File: config.mk
export PLATFORM = sky130hd
export DESIGN_NAME = mdve_cell
export DESIGN_NICKNAME = d
export VERILOG_FILES = /design/src/design/min_degree_vertex_eliminator_assert.svh /design/src/design/mdve_pkg.sv /design/src/design/mdve_cell.sv
export SDC_FILE = /design/constraint.sdc
export NUM_CORES = 1
export LEC_CHECK = 0
export BUFFER_PORTS_ARGS = -buffer_cell sky130_fd_sc_hd__buf_2
export CAP_MARGIN = 25
export CELL_PAD_IN_SITES_DETAIL_PLACEMENT = 1
export CELL_PAD_IN_SITES_GLOBAL_PLACEMENT = 2
export CORE_MARGIN = 1.5
export CORE_UTILIZATION = 27
export DETAILED_ROUTE_END_ITERATION = 10
export PLACE_DENSITY_LB_ADDON = 0.05
export SYNTH_ARGS = -nofsm -noshare
export SYNTH_HDL_FRONTEND = slang
export SYNTH_SLANG_ARGS = --single-unit
export TNS_END_PERCENT = 10
File: constraint.sdc
create_clock -name clk -period 1.5 [get_ports clk]
set_input_delay 0.075 -clock clk [delete_from_list [all_inputs] [get_ports clk]]
set_output_delay 0.075 -clock clk [all_outputs]
set_load 0.01 [all_outputs]
File: src/design/min_degree_vertex_eliminator_assert.svh
// ----------------------------------------------------------------------------
// Assertion macros for the minimum-degree vertex eliminator
// Shared concurrent assertion forms, clocked on clk and disabled in reset.
// ----------------------------------------------------------------------------
`ifndef MIN_DEGREE_VERTEX_ELIMINATOR_ASSERT_SVH
`define MIN_DEGREE_VERTEX_ELIMINATOR_ASSERT_SVH

// Checks that a property holds at every rising edge outside reset.
`define MDVE_ASSERT(lbl, prop, msg) \
  lbl: assert property (@(posedge clk) disable iff (rst) prop) else $error(msg);

// Checks that a condition implies another in the following cycle.
`define MDVE_ASSERT_NEXT(lbl, cond, conseq, msg) \
  lbl: assert property (@(posedge clk) disable iff (rst) (cond) |=> (conseq)) \
    else $error(msg);

`endif

File: src/design/mdve_pkg.sv
// ----------------------------------------------------------------------------
// Minimum-degree vertex eliminator package
// Sizes, request and error codes and the controller state type.
// ----------------------------------------------------------------------------
package mdve_pkg;

  localparam int MaxVertices = 64;
  localparam int SlotW       = $clog2(MaxVertices);
  localparam int CountW      = SlotW + 1;
  localparam int PairW       = 11;

  typedef logic [MaxVertices-1:0] row_t;

  typedef enum logic [2:0] {
    REQ_CLEAR  = 3'd0,
    REQ_WRITE  = 3'd1,
    REQ_FIND   = 3'd2,
    REQ_REMOVE = 3'd3,
    REQ_QUERY  = 3'd4
  } req_t;

  typedef enum logic [1:0] {
    ERR_OK    = 2'd0,
    ERR_EMPTY = 2'd1,
    ERR_RANGE = 2'd2
  } err_t;

  typedef enum logic [1:0] {
    ST_IDLE,
    ST_WALK,
    ST_DONE
  } state_t;

endpackage

File: src/design/mdve_cell.sv
// ----------------------------------------------------------------------------
// Adjacency row cell
// Holds one matrix row and takes its neighbour's row on every shift.
// ----------------------------------------------------------------------------
module mdve_cell (
  input  logic           clk,
  input  logic           rst,
  input  logic           shift,
  input  mdve_pkg::row_t d,
  output mdve_pkg::row_t q
);
  import mdve_pkg::*;

  always_ff @(posedge clk) begin
    if (rst) begin
      q <= '0;
    end else if (shift) begin
      q <= d;
    end
  end

endmodule

# After elaboration in Yosys (flattened, before gate mapping)
# Cells that the tools add are included.
# totals
register_bits	64
latchBits	0
ramBits	0
rom_bits	0
wordCells	1
memories	0
# op_classes
addsub	0
n_mul	0
div	0
magnitude_cmp	0
n_eq_ne	0
shifts	0
muxes	0
bitwise_logic	0
reduce_logical	0

# Longest topological paths before layout
# Gate-level depths: netlist (run 1).
# depth
ltp_word	0
mapped_depth	4
mapped_depth_nobuf	2

# Least setup slack after synthesis (run 1)
# No wires, ideal clock.
# synth_timing
kind	input-to-reg
start	in shift
end	reg q[10]
setup_time_ps	128
arrival_time_ps	601
required_ps	1372
path_slack_ps	771
path_stages	4
n_path_buf	2
path_cell_list	buf_6 > buf_8 > mux2i_1 > nor2_1
# synth_lines
item	line_no	rtl
from (decl)	mdve_cell.sv:8	input logic shift,
to (signal assigned)	mdve_cell.sv:16	q <= '0;
to (signal assigned)	mdve_cell.sv:18	q <= d;
to (decl)	mdve_cell.sv:10	output mdve_pkg::row_t q

# Final worst setup path (run 1)
# layout_timing
start	reg q[1]
end	out q[1]
# No word-level cell between the ends.

==> results of run 1 <==
placed cells by master, fill, tap and decap left out, drive strengths merged:
master and n:
nor2 64, mux2i 64, buf 134, clkbuf 13, dfxtp 64, dlygate4sd3 64
cells in the mapped netlist:
master | instances | area share, %
sky130_fd_sc_hd__buf_1 | 6 | 0.98
sky130_fd_sc_hd__buf_8 | 6 | 3.9
sky130_fd_sc_hd__mux2i_1 | 64 | 28
sky130_fd_sc_hd__buf_6 | 1 | 0.49
sky130_fd_sc_hd__dfxtp_1 | 64 | 56
sky130_fd_sc_hd__clkbuf_2 | 1 | 0.22
sky130_fd_sc_hd__nor2_1 | 64 | 10
through the flow:
stage               hold slack, ns  instance area (sq um)
global route                 0.148                   3850
detailed placement           0.319                   3030
CTS                          0.138                   3850
finish                       0.150                   3850
global placement             0.307                   3030
floorplan                    0.222                   2290
path summary, 6_finish.rpt:
| path | to | slack (ns) | start |
|---|---|---|---|
| max | q[1] | 0.61 | q[1] |
| min | q[26] | 0.15 | rst |
| max reg2reg | q[52] | 0.85 | q[52] |
| min reg2reg | q[62] | 0.49 | q[62] |
logic make-up after synthesis:
| group | count (synthesis) | share of synthesized area [%] |
|---|---|---|
| DFF | 64 | 55.9 |
| muxes | 64 | 28.0 |
| buffers and inverters | 14 | 5.63 |
| and+or+nand+nor | 64 | 10.5 |
final cells by class:
class	instances	area, sq um	area share, %
multi-input combinational	128	881	22.9
tap	105	131	3.42
sequential	64	1280	33.3
timing repair buffer	198	1370	35.7
clock buffer	13	179	4.65
power by group:
part	internal (W)	total, W	switching (W)
clock network	0.000754	0.00137	0.000614
logic	0.000355	0.000628	0.000273
registers	0.00180	0.00185	0.0000464
per-layer routing:
| metal | global-route usage (%) | wire (microns) | up-vias |
|---|---|---|---|
| met5 | 0 | 0 | - |
| met4 | 3.73 | 28 | 0 |
| met3 | 7.02 | 509 | 4 |
| met2 | 25.8 | 3310 | 77 |
| met1 | 17.3 | 2910 | 995 |
| li1 | - | - | 1066 |
what timing repair did:
item                                    CTS  global route
hold endpoints to repair                 64             0
endpoints found under the setup margin    0             0
hold buffers                             64             0
==> results by stage, run 1 <==
Outcome:
- The run finished with clean final reports.

Global routing:
- The first global-routing pass estimated 10400 microns of wire.
- The residual overflow from global routing is 0.
- For this run, the total global-route usage over all layers was measured as 15.2%.
- Entering global routing, the biggest net connects 34 pins.
- The initial antenna violation count is 0.
- The via count of the first global-routing pass is 2098.

Synth:
- The number of flip-flops and latches in the synthesized netlist is 64.
- Counting every instance in the synthesized netlist gives 206.
- The total nets after synthesis is 273.
- The count of warnings emitted by yosys is 0.
- After synthesis, the netlist uses 7 different library cells.
- The mapped netlist covers 0.00229 sq mm.
- Averaged over all synthesized cells, the footprint is 11.1 sq um.
- The share of the Yosys chip area taken by registers is 55.9%.

Setup path:
- STA puts the critical path data required time at 1.42 ns.
- The number of stages on the worst setup path is 1.
- At the worst endpoint, the arrival time is 0.81 ns.
- The kind of launch point of the worst setup path is a flip-flop.
- The largest delay contributor family on the critical path is flip-flops.
- The number of cells on the worst reg-to-reg path is 2.
- In this design, the stage delay of the slowest critical-path cell is 0.33 ns.
- Walking the worst path, the cells encountered are buf_2.
- STA classifies the critical path endpoint as an output port.
- The cell at the slowest stage of the critical path is sky130_fd_sc_hd__dfxtp_1.
- The maximum fanout encountered on the critical timing path is 2.
- The combined buffer and inverter count along the critical path is 1.
- The worst setup path is of the reg -> out kind.

Die:
- The number of cell rows is 33.
- The die covers 0.00905 sq mm.
- The initial cell density of the core is 27.9%.
- The top-level I/O count is 131.
- The core footprint is 0.00822 sq mm.
- The vertical extent of the die is 95.1 microns.
- The die span in x is 95.1 microns.

Place:
- Counting tap cells, the placed design contains a total of 431 instances.
- The HPWL after detailed placement is 4280 microns.
- The final estimated routing congestion in global placement is 0.658.
- Prior to clock tree synthesis, the placed netlist has a worst setup slack of 0.626 ns.
- The number of port buffers is 130.

Clocking:
- The CTS tree is done.
- The clock tree synthesis step divided the H-tree into 3 levels.
- CTS placed an instance of sky130_fd_sc_hd__clkbuf_8 at the clock tree root.
- In this run the deepest clock path goes through 2 buffers.
- The number of CTS-inserted buffers is 9.
- Post-CTS timing repair inserted 0 buffers for setup.
- The clock reaches the later pin of the worst-skew pair after 0.33 ns.
- The post-cts sizing count is 0.
- The clock transition time at the flip-flop clock pins of the worst setup and hold paths is 0.06 ns.
- The number of sinks driven by the clock tree is 64.

Finish:
- At the end of the flow, the number of nets in the layout was 468.
- The filler-free cell count of the finished design is 508.
- In the final layout, the registers with the most flip-flops are q (64).
- The area overhead of the layout relative to synthesis is 67.9%.
- The antenna diode instance count is 0.
- The fraction of final layout cells with drive strength greater than 1 is 36.5%.
- Counting the fill cells in the layout gives 953.
- The largest register by flop count is q.
- The number of flip-flops in the largest register is 64.
- Cells fill 46.8% of the core in the end.

Drt:
- The detailed-routing iteration count for the pre-antenna-repair pass is 4.
- The violation count after the first detailed-routing iteration is 38.
- The post-route DRC violation count is 0.
- Dividing the detail-routed via count by the number of cells gives 4.22.
- The number of nets still failing antenna checks after routing is 0.
- The routed layout has 2142 vias.
- Summed over all layers, the routed wires come to 6760 microns.
- In the final routed layout, each cell accounts on average for 13.3 microns.

Timing:
- Setup repair after global routing left no endpoint under its margin.
- The number of hold-slack violations in the final timing report is 0.
- The worst slew slack as a fraction of its limit is 72.5%.
- The final setup violation count is 0.
- The count of pins over their slew limit is 0.
- The minimum clock period is 0.886 ns.
- The worst setup skew after layout is 0 ns.
- The post-layout worst setup margin is 0.614 ns.
- For this run, the top clock speed supported by timing is 1130 MHz.
- For the pin with the worst max-slew slack, the measured transition is 0.412 ns.
- The final setup TNS is 0 ns.
- The final worst-path cycle share is 59.0%.

Power and ir drop:
- For this design the static power due to leakage is 2.00 nW.
- The peak supply drop is 0.466 mV.
- After layout, the design draws a total of 0.00384 W.
- Power spread over the standard cell area amounts to 1000 mW/mm^2.

Run:
- The count of maximum capacitance violations is 0.

Worst hold path:
- Counting instances, the worst hold path has a depth of 2.
- The worst hold-check path type is in -> reg.
Note: power is estimated with default switching activity, not from simulation.
==> run 2: changes to the inputs <==
--- a/config.mk
+++ b/config.mk
@@ -10,7 +10,7 @@
 export CELL_PAD_IN_SITES_DETAIL_PLACEMENT = 1
 export CELL_PAD_IN_SITES_GLOBAL_PLACEMENT = 2
 export CORE_MARGIN = 1.5
-export CORE_UTILIZATION = 27
+export CORE_UTILIZATION = 25
 export DETAILED_ROUTE_END_ITERATION = 10
 export PLACE_DENSITY_LB_ADDON = 0.05
 export SYNTH_ARGS = -nofsm -noshare
==> constraint.sdc (replaced) <==
create_clock -name clk -period 0.84 [get_ports clk]
set_input_delay 0.042 -clock clk [delete_from_list [all_inputs] [get_ports clk]]
set_output_delay 0.042 -clock clk [all_outputs]
set_load 0.01 [all_outputs]
==> results by stage, run 2 (synthesis gave the netlist of run 1 again) <==
Outcome:
- The run finished, with violations left.
- The checks that failed: design-rule violations.

Setup path:
- The worst setup path startpoint is q[59].
- At the worst endpoint, the required time is 0.80 ns.
- The combined buffer and inverter count along the critical path is 1.
- The critical path data arrival time is 0.78 ns.
- The kind of capture point of the worst setup path is an output port.
- The kind of critical path is reg -> out.
- The cell family contributing the most delay on the critical path is flip-flops.
- The register-to-register path setup slack is 0.11 ns.
- The kind of launch point of the worst setup path is a flip-flop.
- In this run the number of cells on the critical path is 1.
- Of all nets on the critical path, the largest fanout is 2.
- In this design, the stage delay of the slowest critical-path cell is 0.33 ns.
- The startpoint identified for the worst register-to-register timing path is q[18].
- The signal on the critical path passes through buf_6.
- The slowest stage of the critical path is the sky130_fd_sc_hd__dfxtp_2 cell.
- Counting cells, the worst reg-to-reg path comes to 3.
- The capturing instance or port of the critical path is q[59].
- In this run the critical register-to-register path is captured at q[18].

Finish:
- The final layout contains 472 nets.
- The summed area of non-filler cells in the final layout is 0.00440 sq mm.
- Of the cells placed in the final design, the portion with a size suffix greater than 1 is 52.8%.
- The area overhead of the layout relative to synthesis is 92.1%.
- 0 antenna diodes ended up in the layout.
- The largest register by flop count is q.
- The most common cell after layout, fill and taps aside is sky130_fd_sc_hd__buf_2.
- Cells fill 50.0% of the core in the end.
- In the final layout, the registers with the most flip-flops are q (64).
- The number of flip-flops in the largest register is 64.

Die:
- Row generation in the floorplan step produced 34 rows.
- In this run the count of I/O pins placed on the die edge is 131.
- The floorplan step defined a die boundary enclosing 0.00975 sq mm.
- From bottom edge to top edge, the die measures 98.7 microns.
- The core footprint is 0.00881 sq mm.
- Once the floorplan was initialized, standard cells occupied 26.0% of the core.
- The die span in x is 98.7 microns.

Timing:
- The final critical path takes up 98.0% of the cycle.
- The worst slew slack as a fraction of its limit is 88.8%.
- Static timing analysis puts the maximum clock frequency at 1210 MHz.
- The transition at the pin with the smallest max-transition slack is 0.163 ns.
- Setup repair after global routing could not meet its margin everywhere.
- The number of hold-slack violations in the final timing report came to 0.
- On the final layout, the worst clock skew is 0 ns.
- On the final layout, the worst hold slack is 0.121 ns.
- The worst path in the final design needs a cycle of 0.823 ns, including I/O delays and setup.
- Setup violations remaining at the end of the flow were counted as 0.
- The count of pins over their slew limit is 0.

Place:
- The instance area at placement is 0.00307 sq mm.
- The final estimated routing congestion in global placement is 0.711.
- The HPWL after detailed placement is 4280 microns.
- Input and output buffers added on the ports amount to 130.

Global routing:
- Entering global routing, the biggest net connects 41 pins.
- The first global-routing pass estimated 11400 microns of wire.
- The initial antenna violation count is 0.
- The global-route usage over all layers is 15.0%.
- The via count of the first global-routing pass is 2423.
- Summed over all layers, the global routing overflow is 0.

Drt:
- The detail route stage leaves a number of antenna-violating nets equal to 0.
- In the routed layout, each cell is associated on average with a via count of 4.21.
- The via count is 2176.
- The routed length per placed instance is 13.4 microns.
- The detailed-routing iteration count for the pre-antenna-repair pass is 7.
- The first routing iteration left 54 violations.
- The total wire length after detailed routing is 6950 microns.
- For this run, design rule violations remaining after detail routing come to 9.

Power and ir drop:
- The proportion of total power due to net switching is 23.8%.
- Summed over all cells, the static leakage comes to 2.13 nW.
- The total power per unit cell area is 1700 mW/mm^2.
- The share of total power dissipated in combinational logic is 17.9%.
- The part of the power in the clock network is 37.0%.
- The internal power of the cells totals 0.00570 W.
- The worst-case IR drop observed on VDD is 0.721 mV.
- The power dissipated by switching net loads is 0.00178 W.
- In this run, flip-flops and latches consume 45.1% of the power.

Worst hold path:
- The min-delay analysis places its worst path in the category in -> reg.

Clocking:
- The number of CTS-inserted buffers is 9.
- Clock latency on the worst-skew pair, taken at its later pin, is 0.33 ns.
- The clock root buffer is sky130_fd_sc_hd__clkbuf_8.
- The H-tree depth is 3.
- The number of sinks driven by the clock tree is 64.
- The maximum buffer depth of the clock tree is 2.
- The clock transition time at the flip-flop clock pins of the worst setup and hold paths is 0.07 ns.
- TritonCTS built the clock tree.

Run:
- Max-cap violations in this run came to 0.
[run 2: cell types whose count changed in the layout (fill, tap and decap cells not counted), moves of 3 or more]
cell	before	now
sky130_fd_sc_hd__dfxtp_1	64	0
sky130_fd_sc_hd__dfxtp_2	0	64
sky130_fd_sc_hd__buf_2	129	65
sky130_fd_sc_hd__buf_4	1	4
sky130_fd_sc_hd__buf_6	0	64
[run 2: what timing repair did]
item                                    in CTS  in global routing
setup buffers                                0                  1
hold endpoints to repair                    64                  0
pin swaps                                    0                  0
hold buffers                                64                  0
endpoints found under the setup margin      64                 64
gates resized for setup                    120                  8
[run 2: worst min-delay path by stage]
stage	slack [ns]	cells after the start	start	endpoint
floorplan	0.19	2	d[10]	q[10]
global placement	0.27	3	d[46]	q[46]
detailed placement	0.29	3	d[32]	q[32]
CTS	0.12	3	rst	q[46]
global route	0.12	3	rst	q[51]
finish	0.12	3	rst	q[39]
[run 2: stage by stage]
stage,power (W),worst slack [ns],instances,TNS (ns)
4_1_cts,0.00756,-0.00407,516,-0.0116
6_report,0.00749,0.0167,517,0
5_1_grt,0.00789,-0.0342,517,-1.08
3_5_place_dp,0.00428,0.0319,437,0
3_3_place_gp,0.00426,0.0454,437,0
2_1_floorplan,0.00386,0.144,206,0
[run 2: power groups by stage]
| stage | clock [W] | combinational (W) | sequential, W |
|---|---|---|---|
| floorplan | 0 | 0.000402 | 0.00346 |
| global placement | 0 | 0.000901 | 0.00336 |
| detailed placement | 0 | 0.000912 | 0.00337 |
| CTS | 0.00286 | 0.00132 | 0.00337 |
| global route | 0.00304 | 0.00146 | 0.00340 |
| finish | 0.00277 | 0.00134 | 0.00338 |
[run 2: layout make-up]
type	count	area, sq um
clock buffer	13	169
clock inverter	2	37.5
fill	959	4410
multi-input combinational	128	881
sequential	64	1360
tap	108	135
timing repair buffer	202	1820
[run 2: metal layers]
metal  part of all wire (%)  global-route usage, %  vias to the layer above
li1                       -                      -                     1076
met1                     41                   16.1                     1015
met2                     50                   26.5                       75
met3                    7.0                   5.25                       10
met4                    2.0                   6.59                        0
met5                      0                      0                        -
